--- src/cpbd_pkg.sv ---
`default_nettype none
package cpbd_pkg;

  localparam int HISTORY_DEPTH = 6;
  localparam int SAMPLE_BITS = 12;

  localparam int PCT_W = 7;
  localparam int CMAX_W = 3;
  localparam int CFG_IDX_W = 3;
  localparam int CFG_DATA_W = 7;

  // Thresholds are compared as 100 * difference against baseline * percent,
  // which matches floor(baseline * percent / 100) exactly.
  localparam int PCT_SCALE = 100;
  localparam int CMP_W = SAMPLE_BITS + PCT_W;

  localparam int CNT_W = $clog2(HISTORY_DEPTH + 1);
  localparam int SUM_W = SAMPLE_BITS + $clog2(HISTORY_DEPTH);

  // Average by reciprocal multiplication, exact over the whole sum range.
  localparam int DIV_SHIFT = SUM_W + $clog2(HISTORY_DEPTH);
  localparam int DIV_PROD_W = SUM_W + DIV_SHIFT;
  localparam logic [DIV_SHIFT-1:0] DIV_RECIP =
    DIV_SHIFT'((2 ** DIV_SHIFT + HISTORY_DEPTH - 1) / HISTORY_DEPTH);

  localparam logic [PCT_W-1:0] TRIGGER_PCT_RST = PCT_W'(5);
  localparam logic [PCT_W-1:0] FLOOR_PCT_RST = PCT_W'(30);
  localparam logic [PCT_W-1:0] CONFIRM_PCT_RST = PCT_W'(4);
  localparam logic [PCT_W-1:0] NOISE_PCT_RST = PCT_W'(8);
  localparam logic [CMAX_W-1:0] CONFIRM_MAX_RST = CMAX_W'(3);

  typedef enum logic [CFG_IDX_W-1:0] {
    CFG_TRIGGER_PCT = 3'd0,
    CFG_FLOOR_PCT = 3'd1,
    CFG_CONFIRM_PCT = 3'd2,
    CFG_NOISE_PCT = 3'd3,
    CFG_CONFIRM_MAX = 3'd4
  } cfg_reg_t;

endpackage
`default_nettype wire

--- src/cpbd_if.sv ---
`default_nettype none
interface cpbd_sample_if;
  logic valid;
  logic ready;
  logic [cpbd_pkg::SAMPLE_BITS-1:0] sample;

  modport source (output valid, output sample, input ready);
  modport sink (input valid, input sample, output ready);
endinterface

interface cpbd_result_if;
  logic valid;
  logic ready;
  logic decision_valid;
  logic card_detected;
  logic card_active;
  logic [cpbd_pkg::SAMPLE_BITS-1:0] baseline;
  logic confirming;

  modport source (
    output valid, output decision_valid, output card_detected,
    output card_active, output baseline, output confirming, input ready
  );
  modport sink (
    input valid, input decision_valid, input card_detected,
    input card_active, input baseline, input confirming, output ready
  );
endinterface

interface cpbd_cfg_if;
  logic valid;
  logic ready;
  logic [cpbd_pkg::CFG_IDX_W-1:0] index;
  logic [cpbd_pkg::CFG_DATA_W-1:0] data;

  modport source (output valid, output index, output data, input ready);
  modport sink (input valid, input index, input data, output ready);
endinterface
`default_nettype wire

--- src/card_presence_baseline_detector_unit.sv ---
`default_nettype none
// Card presence detector on a stream of antenna ADC levels. One result word
// leaves for every sample word taken. The first HISTORY_DEPTH samples after
// reset only calibrate: they fill the history and set the baseline to their
// truncated average, and their results carry no decision. After that each
// sample is checked against the baseline; a large drop opens a confirmation
// of up to confirm_max further samples, and decision_valid marks the sample
// that closes a decision. A sample is taken every cycle while the result side
// keeps up, and it waits in the input register while combinational arithmetic
// (four baseline-by-percent products, the running history sum and a
// reciprocal multiply for the new average) feeds the result register. A
// stalled result register holds the input register, so at most two words are
// in flight. Configuration writes are always taken and should only be made
// while no sample is in flight.
module card_presence_baseline_detector_unit (
  input  wire logic         clk,
  input  wire logic         rst,
  cpbd_sample_if.sink       samples,
  cpbd_result_if.source     results,
  cpbd_cfg_if.sink          cfg
);

  // Configuration registers
  logic [cpbd_pkg::PCT_W-1:0] trigger_pct;
  logic [cpbd_pkg::PCT_W-1:0] floor_pct;
  logic [cpbd_pkg::PCT_W-1:0] confirm_pct;
  logic [cpbd_pkg::PCT_W-1:0] noise_pct;
  logic [cpbd_pkg::CMAX_W-1:0] confirm_max;

  // Input stage
  logic in_vld;
  logic [cpbd_pkg::SAMPLE_BITS-1:0] in_sample;

  // Output stage
  logic out_vld;

  // Detector state
  logic [cpbd_pkg::SAMPLE_BITS-1:0] history [cpbd_pkg::HISTORY_DEPTH];
  logic [cpbd_pkg::SUM_W-1:0] hist_sum;
  logic [cpbd_pkg::SAMPLE_BITS-1:0] env_baseline;
  logic active_flag;
  logic [cpbd_pkg::CNT_W-1:0] calib_count;
  logic in_confirm;
  logic [cpbd_pkg::CMAX_W-1:0] confirm_index;
  logic verdict_so_far;

  logic active_flag_next;
  logic [cpbd_pkg::CNT_W-1:0] calib_count_next;
  logic in_confirm_next;
  logic [cpbd_pkg::CMAX_W-1:0] confirm_index_next;
  logic verdict_so_far_next;
  logic [cpbd_pkg::SUM_W-1:0] hist_sum_next;
  logic [cpbd_pkg::SAMPLE_BITS-1:0] env_baseline_next;

  logic advance;
  logic calib_done;
  logic below;
  logic [cpbd_pkg::SAMPLE_BITS-1:0] diff;
  logic [cpbd_pkg::CMP_W-1:0] diff_x100;
  logic [cpbd_pkg::CMP_W-1:0] sample_x100;
  logic [cpbd_pkg::CMP_W-1:0] trig_thr;
  logic [cpbd_pkg::CMP_W-1:0] floor_thr;
  logic [cpbd_pkg::CMP_W-1:0] confirm_thr;
  logic [cpbd_pkg::CMP_W-1:0] noise_thr;
  logic [cpbd_pkg::CMAX_W-1:0] index_inc;
  logic push;
  logic base_load;
  logic [cpbd_pkg::SAMPLE_BITS-1:0] push_sample;
  logic [cpbd_pkg::SAMPLE_BITS-1:0] drop_sample;
  logic [cpbd_pkg::DIV_PROD_W-1:0] avg_prod;
  logic dec_valid;
  logic dec_detected;

  assign cfg.ready = 1'b1;

  always_ff @(posedge clk) begin
    if (rst) begin
      trigger_pct <= cpbd_pkg::TRIGGER_PCT_RST;
      floor_pct <= cpbd_pkg::FLOOR_PCT_RST;
      confirm_pct <= cpbd_pkg::CONFIRM_PCT_RST;
      noise_pct <= cpbd_pkg::NOISE_PCT_RST;
      confirm_max <= cpbd_pkg::CONFIRM_MAX_RST;
    end else if (cfg.valid) begin
      case (cpbd_pkg::cfg_reg_t'(cfg.index))
        cpbd_pkg::CFG_TRIGGER_PCT: trigger_pct <= cfg.data;
        cpbd_pkg::CFG_FLOOR_PCT: floor_pct <= cfg.data;
        cpbd_pkg::CFG_CONFIRM_PCT: confirm_pct <= cfg.data;
        cpbd_pkg::CFG_NOISE_PCT: noise_pct <= cfg.data;
        cpbd_pkg::CFG_CONFIRM_MAX: confirm_max <= cfg.data[cpbd_pkg::CMAX_W-1:0];
        default: ;
      endcase
    end
  end

  // A word moves from the input register to the result register whenever
  // the result register is empty or being drained.
  assign advance = in_vld && (!out_vld || results.ready);
  assign samples.ready = !in_vld || advance;

  always_ff @(posedge clk) begin
    if (rst) begin
      in_vld <= 1'b0;
    end else if (samples.valid && samples.ready) begin
      in_vld <= 1'b1;
    end else if (advance) begin
      in_vld <= 1'b0;
    end
  end

  always_ff @(posedge clk) begin
    if (samples.valid && samples.ready) begin
      in_sample <= samples.sample;
    end
  end

  assign calib_done = (calib_count == cpbd_pkg::CNT_W'(cpbd_pkg::HISTORY_DEPTH));
  assign below = (in_sample < env_baseline);
  assign diff = below ? (env_baseline - in_sample) : (in_sample - env_baseline);
  assign diff_x100 = cpbd_pkg::CMP_W'(diff) * cpbd_pkg::CMP_W'(cpbd_pkg::PCT_SCALE);
  assign sample_x100 = cpbd_pkg::CMP_W'(in_sample) * cpbd_pkg::CMP_W'(cpbd_pkg::PCT_SCALE);
  assign trig_thr = cpbd_pkg::CMP_W'(env_baseline) * cpbd_pkg::CMP_W'(trigger_pct);
  assign floor_thr = cpbd_pkg::CMP_W'(env_baseline) * cpbd_pkg::CMP_W'(floor_pct);
  assign confirm_thr = cpbd_pkg::CMP_W'(env_baseline) * cpbd_pkg::CMP_W'(confirm_pct);
  assign noise_thr = cpbd_pkg::CMP_W'(env_baseline) * cpbd_pkg::CMP_W'(noise_pct);
  assign index_inc = confirm_index + cpbd_pkg::CMAX_W'(1);

  always_comb begin
    active_flag_next = active_flag;
    calib_count_next = calib_count;
    in_confirm_next = in_confirm;
    confirm_index_next = confirm_index;
    verdict_so_far_next = verdict_so_far;
    push = 1'b0;
    base_load = 1'b0;
    push_sample = in_sample;
    dec_valid = 1'b0;
    dec_detected = 1'b0;

    if (!calib_done) begin
      calib_count_next = calib_count + cpbd_pkg::CNT_W'(1);
      push = 1'b1;
      base_load = (calib_count == cpbd_pkg::CNT_W'(cpbd_pkg::HISTORY_DEPTH - 1));
    end else if (in_confirm) begin
      if (!below) begin
        in_confirm_next = 1'b0;
        dec_valid = 1'b1;
        dec_detected = verdict_so_far;
      end else if (diff_x100 > confirm_thr) begin
        active_flag_next = 1'b1;
        verdict_so_far_next = 1'b1;
        confirm_index_next = index_inc;
        if (index_inc >= confirm_max) begin
          in_confirm_next = 1'b0;
          dec_valid = 1'b1;
          dec_detected = 1'b1;
        end
      end else begin
        active_flag_next = 1'b0;
        verdict_so_far_next = 1'b0;
        in_confirm_next = 1'b0;
        dec_valid = 1'b1;
      end
    end else if (below) begin
      if (diff_x100 <= trig_thr) begin
        active_flag_next = 1'b0;
        push = 1'b1;
        base_load = 1'b1;
        dec_valid = 1'b1;
      end else if (sample_x100 > floor_thr && confirm_max != '0) begin
        in_confirm_next = 1'b1;
        confirm_index_next = '0;
        verdict_so_far_next = 1'b0;
      end else begin
        dec_valid = 1'b1;
      end
    end else begin
      // A rise beyond the noise band is clipped to the baseline.
      if (diff_x100 > noise_thr) begin
        push_sample = env_baseline;
      end
      push = 1'b1;
      base_load = 1'b1;
      dec_valid = 1'b1;
    end
  end

  // The oldest entry holds no calibration sample (the history has no reset)
  // until calibration has filled it, so it is only subtracted once calibration is done.
  assign drop_sample = calib_done ? history[0] : '0;

  always_comb begin
    hist_sum_next = hist_sum;
    if (push) begin
      hist_sum_next = hist_sum + cpbd_pkg::SUM_W'(push_sample) - cpbd_pkg::SUM_W'(drop_sample);
    end
  end

  assign avg_prod = cpbd_pkg::DIV_PROD_W'(hist_sum_next)
                  * cpbd_pkg::DIV_PROD_W'(cpbd_pkg::DIV_RECIP);
  assign env_baseline_next = base_load
                           ? avg_prod[cpbd_pkg::DIV_SHIFT +: cpbd_pkg::SAMPLE_BITS]
                           : env_baseline;

  always_ff @(posedge clk) begin
    if (rst) begin
      hist_sum <= '0;
      env_baseline <= '0;
      active_flag <= 1'b0;
      calib_count <= '0;
      in_confirm <= 1'b0;
      confirm_index <= '0;
      verdict_so_far <= 1'b0;
    end else if (advance) begin
      hist_sum <= hist_sum_next;
      env_baseline <= env_baseline_next;
      active_flag <= active_flag_next;
      calib_count <= calib_count_next;
      in_confirm <= in_confirm_next;
      confirm_index <= confirm_index_next;
      verdict_so_far <= verdict_so_far_next;
    end
  end

  always_ff @(posedge clk) begin
    if (advance && push) begin
      for (int i = 0; i < cpbd_pkg::HISTORY_DEPTH - 1; i++) begin
        history[i] <= history[i+1];
      end
      history[cpbd_pkg::HISTORY_DEPTH-1] <= push_sample;
    end
  end

  always_ff @(posedge clk) begin
    if (rst) begin
      out_vld <= 1'b0;
    end else if (advance) begin
      out_vld <= 1'b1;
    end else if (results.ready) begin
      out_vld <= 1'b0;
    end
  end

  always_ff @(posedge clk) begin
    if (advance) begin
      results.decision_valid <= dec_valid;
      results.card_detected <= dec_valid && dec_detected;
      results.card_active <= active_flag_next;
      results.baseline <= env_baseline_next;
      results.confirming <= in_confirm_next;
    end
  end

  assign results.valid = out_vld;

  // Confirmation can only be open once calibration has finished.
  a_confirm_after_calib: assert property (@(posedge clk) disable iff (rst)
    in_confirm |-> calib_done)
    else $error("confirmation open during calibration");

  // The baseline is only set by the average at the end of calibration.
  a_baseline_zero_in_calib: assert property (@(posedge clk) disable iff (rst)
    !calib_done |-> env_baseline == '0)
    else $error("baseline changed during calibration");

  // Within a confirmation the verdict is set exactly when a sample has counted.
  a_verdict_tracks_index: assert property (@(posedge clk) disable iff (rst)
    in_confirm |-> verdict_so_far == (confirm_index != '0))
    else $error("confirmation verdict and index disagree");

  // A present verdict is only reported on a completed decision.
  a_detect_needs_decision: assert property (@(posedge clk) disable iff (rst)
    out_vld && results.card_detected |-> results.decision_valid)
    else $error("card reported without a decision");

  // Every word that moves on leaves a result behind.
  a_advance_fills_output: assert property (@(posedge clk) disable iff (rst)
    advance |=> out_vld)
    else $error("result register empty after a word moved on");

endmodule
`default_nettype wire
--- src/flat_wrapper.sv ---
// flat-port wrapper written by rule: the top's interface ports become plain ports
module card_presence_baseline_detector_unit_flat 
  (clk, rst, samples_valid, samples_sample, samples_ready, results_valid, results_decision_valid, results_card_detected, results_card_active, results_baseline, results_confirming, results_ready, cfg_valid, cfg_index, cfg_data, cfg_ready);
  cpbd_sample_if samples_i ();
  cpbd_result_if results_i ();
  cpbd_cfg_if cfg_i ();
  input  wire logic clk;
  input  wire logic rst;
  input wire logic [$bits(samples_i.valid)-1:0] samples_valid;
  input wire logic [$bits(samples_i.sample)-1:0] samples_sample;
  output wire logic [$bits(samples_i.ready)-1:0] samples_ready;
  output wire logic [$bits(results_i.valid)-1:0] results_valid;
  output wire logic [$bits(results_i.decision_valid)-1:0] results_decision_valid;
  output wire logic [$bits(results_i.card_detected)-1:0] results_card_detected;
  output wire logic [$bits(results_i.card_active)-1:0] results_card_active;
  output wire logic [$bits(results_i.baseline)-1:0] results_baseline;
  output wire logic [$bits(results_i.confirming)-1:0] results_confirming;
  input wire logic [$bits(results_i.ready)-1:0] results_ready;
  input wire logic [$bits(cfg_i.valid)-1:0] cfg_valid;
  input wire logic [$bits(cfg_i.index)-1:0] cfg_index;
  input wire logic [$bits(cfg_i.data)-1:0] cfg_data;
  output wire logic [$bits(cfg_i.ready)-1:0] cfg_ready;
  assign samples_i.valid = samples_valid;
  assign samples_i.sample = samples_sample;
  assign samples_ready = samples_i.ready;
  assign results_valid = results_i.valid;
  assign results_decision_valid = results_i.decision_valid;
  assign results_card_detected = results_i.card_detected;
  assign results_card_active = results_i.card_active;
  assign results_baseline = results_i.baseline;
  assign results_confirming = results_i.confirming;
  assign results_i.ready = results_ready;
  assign cfg_i.valid = cfg_valid;
  assign cfg_i.index = cfg_index;
  assign cfg_i.data = cfg_data;
  assign cfg_ready = cfg_i.ready;
  card_presence_baseline_detector_unit u_core (.clk(clk), .rst(rst), .samples(samples_i), .results(results_i), .cfg(cfg_i));
endmodule
--- config.mk ---
export PLATFORM = sky130hd
export DESIGN_NAME = card_presence_baseline_detector_unit_flat
export DESIGN_NICKNAME = d
export VERILOG_FILES = /design/src/cpbd_pkg.sv /design/src/cpbd_if.sv /design/src/card_presence_baseline_detector_unit.sv /design/src/flat_wrapper.sv
export SDC_FILE = /design/constraint.sdc
export NUM_CORES = 1
export LEC_CHECK = 0
export BUFFER_PORTS_ARGS = -buffer_cell sky130_fd_sc_hd__buf_2
export CAP_MARGIN = 10
export CELL_PAD_IN_SITES_DETAIL_PLACEMENT = 0
export CELL_PAD_IN_SITES_GLOBAL_PLACEMENT = 1
export CORE_MARGIN = 5
export CORE_UTILIZATION = 38
export CTS_CLUSTER_SIZE = 40
export DETAILED_ROUTE_END_ITERATION = 10
export PLACE_DENSITY_LB_ADDON = 0.1
export SETUP_SLACK_MARGIN = 0.15
export SYNTH_ARGS = -nofsm -noshare
export SYNTH_HDL_FRONTEND = slang
export SYNTH_SLANG_ARGS = --single-unit
export TNS_END_PERCENT = 20
--- constraint.sdc ---
create_clock -name clk -period 18.75 [get_ports clk]
set_input_delay 2.8125 -clock clk [delete_from_list [all_inputs] [get_ports clk]]
set_output_delay 2.8125 -clock clk [all_outputs]
set_load 0.02 [all_outputs]
==> load_flow_metrics.sql <==
INSERT INTO impl_metrics (metric_group, metric, value, unit) VALUES
('worst_setup_path', 'timing.critical_path.mode_cell', 'sky130_fd_sc_hd__a21oi_1', ''),
('grt', 'antenna_found_initial', '4', ''),
('worst_setup_path', 'slowest_cell_on_crit_path', 'sky130_fd_sc_hd__fa_1', ''),
('flow_run', 'max-cap-violations', '0', ''),
('cells_and_area', 'layout_commonest_cell', 'sky130_fd_sc_hd__inv_1', ''),
('timing', 'maxClockFrequency', '57.52', 'MHz'),
('yosys', 'synth-seq-cells', '169', ''),
('timing', 'relSlewSlack', '30.89', '%'),
('placement', 'post-place-cells', '3654', ''),
('timing', 'period_share', '92.72', '%'),
('detailed_routing', 'wirelength', '70.22', 'mm'),
('cells_and_area', 'area_delta_synth_final', '7.181', '%'),
('placement', 'place_congestion', '0.8817', ''),
('yosys', 'synthesis.area_per_instance', '9.088', 'µm²'),
('grt', 'maximum_number_of_pins_on_one_net_before_global_route_repair', '85', ''),
('timing', 'final-setup-viol-count', '0', ''),
('yosys', 'dominantRegCellSynth', 'sky130_fd_sc_hd__edfxtp_1', ''),
('yosys', 'netlist_instances', '2805', ''),
('placement', 'place_hpwl', '55.03', 'mm'),
('floorplanning', 'io_pins', '46', ''),
('floorplanning', 'coreArea', '66800', 'µm²'),
('cts', 'cts_root_buffer', 'sky130_fd_sc_hd__clkbuf_16', ''),
('timing', 'final_critical_path_setup_slack', '1.365', 'ns'),
('cells_and_area', 'antenna_cells_inserted', '0', ''),
('cells_and_area', 'final_net_count', '3554', ''),
('timing', 'max_slew.worst_pin.slew', '1.037', 'ns'),
('detailed_routing', 'drtAntennaViolNets', '0', ''),
('detailed_routing', 'vias', '18878', ''),
('placement', 'port_buffers', '44', ''),
('detailed_routing', 'route.detailed.vias_per_inst', '5.119', ''),
('worst_hold_path', 'path_category_of_the_worst_min_delay_check', 'flip-flop to flip-flop', ''),
('yosys', 'asyncSetResetFlopFracSynth', '0', '%'),
('cts', 'post_cts_hold_buffer_count', '0', ''),
('worst_setup_path', 'reg2reg_slack', '1.37', 'ns'),
('yosys', 'synthesized_nets', '3557', ''),
('floorplanning', 'rows', '95', ''),
('yosys', 'synth_cell_types', '75', ''),
('worst_setup_path', 'criticalPathCategory', 'flip-flop to flip-flop', ''),
('floorplanning', 'fp.dieW', '269', 'µm'),
('status', 'outcome', 'completed', ''),
('floorplanning', 'start_util', '38.16', '%'),
('detailed_routing', 'wire_per_inst', '19.04', 'µm'),
('yosys', 'ys.warnings.count', '0', ''),
('timing', 'final_hold_viol_count', '0', ''),
('cts', 'cts_tree', 'yes', ''),
('cts', 'clock_sinks', '169', ''),
('timing', 'final.setup.tns', '0', 'ns'),
('worst_setup_path', 'worst_setup_path_startpoint', 'u_core.in_sample[0]', ''),
('cts', 'clkLatencyLatePin', '0.47', 'ns'),
('worst_setup_path', 'endpoint', 'u_core.env_baseline[9]', ''),
('detailed_routing', 'drc_errors', '0', ''),
('grt', 'grt_util_all_layers', '19.79', '%'),
('timing', 'finalMaxSlewViolations', '0', ''),
('timing', 'worst_hold_slack', '0.4187', 'ns'),
('detailed_routing', 'drt-pass1-iter-count', '5', ''),
('worst_setup_path', 'critical_path_peak_fanout', '16', ''),
('worst_setup_path', 'worst-endpoint-required', '19.12', 'ns'),
('timing', 'finClkSkew', '0.02709', 'ns'),
('timing', 'grt_setup_unrepaired', 'false', ''),
('worst_setup_path', 'timing.rr.start', 'u_core.in_sample[0]', ''),
('grt', 'grt_pass1_vias', '19765', ''),
('detailed_routing', 'dr.first_iter.drc_count', '1034', ''),
('cts', 'tritoncts.num_buffers', '17', ''),
('cells_and_area', 'layout-drive-gt1-share', '4.725', '%'),
('worst_hold_path', 'min-delay-start', 'u_core.history[4][0]', ''),
('timing', 'timing.final.crit_period', '17.38', 'ns'),
('cts', 'clk_pin_slew', '0.09', 'ns'),
('cts', 'cts.path.max_buffers', '2', ''),
('yosys', 'synth-seq-area-share', '17.20', '%'),
('grt', 'grt-ovfl-total', '0', ''),
('worst_setup_path', 'critical_path.endpoint_type', 'flip-flop', '');
## per-stage QoR
step	cell area (µm²)	utilization, %
floorplan	25490	-
global placement	26660	39.91
detailed placement	26660	39.91
CTS	27290	40.85
global route	27320	40.90
finish	27320	40.90
## routing by layer
layer / global-route usage, % / part of all wire (%) / vias up
met1: 27.41 / 48 / 9331
met2: 33.76 / 47 / 304
li1: - / - / 9164
met4: 4.311 / 2.2 / 0
met3: 2.017 / 2.9 / 79
met5: 0 / 0 / -
## synth_stat cells, types with 4 or more instances
library cell | instances | area [µm²]
sky130_fd_sc_hd__inv_1 | 468 | 1757
sky130_fd_sc_hd__ha_1 | 439 | 5493
sky130_fd_sc_hd__nand2_1 | 379 | 1423
sky130_fd_sc_hd__fa_1 | 286 | 5725
sky130_fd_sc_hd__a21oi_1 | 156 | 780.8
sky130_fd_sc_hd__and2_1 | 127 | 794.5
sky130_fd_sc_hd__edfxtp_1 | 100 | 3003
sky130_fd_sc_hd__nor2_1 | 91 | 341.6
sky130_fd_sc_hd__clkbuf_1 | 88 | 330.3
sky130_fd_sc_hd__xnor2_1 | 85 | 744.5
sky130_fd_sc_hd__o21ai_0 | 80 | 400.4
sky130_fd_sc_hd__dfxtp_1 | 69 | 1381
sky130_fd_sc_hd__a21o_1 | 58 | 435.4
sky130_fd_sc_hd__mux2i_1 | 41 | 410.4
sky130_fd_sc_hd__nand3_1 | 37 | 185.2
sky130_fd_sc_hd__xor2_1 | 35 | 306.5
sky130_fd_sc_hd__o21bai_1 | 32 | 240.2
sky130_fd_sc_hd__nand2b_1 | 23 | 143.9
sky130_fd_sc_hd__nor3_1 | 19 | 95.09
sky130_fd_sc_hd__o21a_1 | 19 | 142.6
sky130_fd_sc_hd__nor2b_1 | 18 | 112.6
sky130_fd_sc_hd__a211oi_1 | 14 | 105.1
sky130_fd_sc_hd__nand4_1 | 12 | 75.07
sky130_fd_sc_hd__and3_1 | 11 | 68.82
sky130_fd_sc_hd__a31oi_1 | 9 | 56.30
sky130_fd_sc_hd__a21boi_0 | 7 | 52.55
sky130_fd_sc_hd__mux2_2 | 7 | 78.83
sky130_fd_sc_hd__o31ai_1 | 7 | 52.55
sky130_fd_sc_hd__buf_1 | 6 | 22.52
sky130_fd_sc_hd__o2111ai_1 | 5 | 43.79
sky130_fd_sc_hd__o211ai_1 | 5 | 37.54
sky130_fd_sc_hd__a31o_2 | 4 | 35.03
## cell type report
cell class | instances | area [µm²]
clock inverters | 15 | 198.9
multi-input cells | 2070 | 19010
flip-flops and latches | 169 | 4384
inverters | 469 | 1762
fillers | 6760 | 39480
repair buffers | 75 | 452.9
clock buffers | 17 | 425.4
well taps | 873 | 1092
## cell families (layout without fill, tap and decap cells)
kind of cell / after synthesis / in the layout / synth area share (%)
muxes: 48 / 48 / 1.919
xor gates and xnor gates: 120 / 120 / 4.123
AOI/OAI and AO/OA: 438 / 438 / 11.04
and+or+nand+nor: 738 / 738 / 13.34
adders and majority gates: 725 / 725 / 44.01
other: 1 / 1 / 0.01471
DFF: 169 / 169 / 17.20
buffers and inverters: 566 / 576 / 8.359
## flip-flops by register name, indices dropped and copies added, names as in the netlist, 3 cells and up
| signal | count |
|---|---|
| u_core.results.baseline | 12 |
| u_core.confirm_pct | 7 |
| u_core.calib_count | 3 |
| u_core.in_sample | 12 |
| u_core.env_baseline | 12 |
| u_core.confirm_index | 3 |
| u_core.confirm_max | 3 |
| u_core.trigger_pct | 7 |
| u_core.history | 72 |
| u_core.floor_pct | 7 |
| u_core.hist_sum | 15 |
| u_core.noise_pct | 7 |
## worst max-delay path: cells and delay by family, from the launching register on
family,cells,cell delay [ns]
and+or+nand+nor,7,1.24
buffers and inverters,6,0.77
muxes,2,0.56
adders and majority gates,16,6.22
AOI/OAI and AO/OA,39,7.47
DFF,1,0.47
xor gates and xnor gates,3,0.53
## how the worst min path moves through the flow
stage | endpoint | slack [ns] | cells past startpoint
floorplan | u_core.history[0][0] | 0.40 | 0
global placement | u_core.history[4][7] | 0.40 | 0
detailed placement | u_core.history[3][0] | 0.40 | 0
CTS | u_core.history[3][0] | 0.41 | 0
global route | u_core.history[3][0] | 0.42 | 0
finish | u_core.history[3][0] | 0.42 | 0
## timing repair
action / CTS / global route
setup buffers: 0 / 2
resized for setup: 0 / 6
endpoints found under the setup margin: 0 / 18
Power is left out: the tool's default activity adds up to more than one toggle a clock period on the data nets, which glitch-free logic cannot reach.
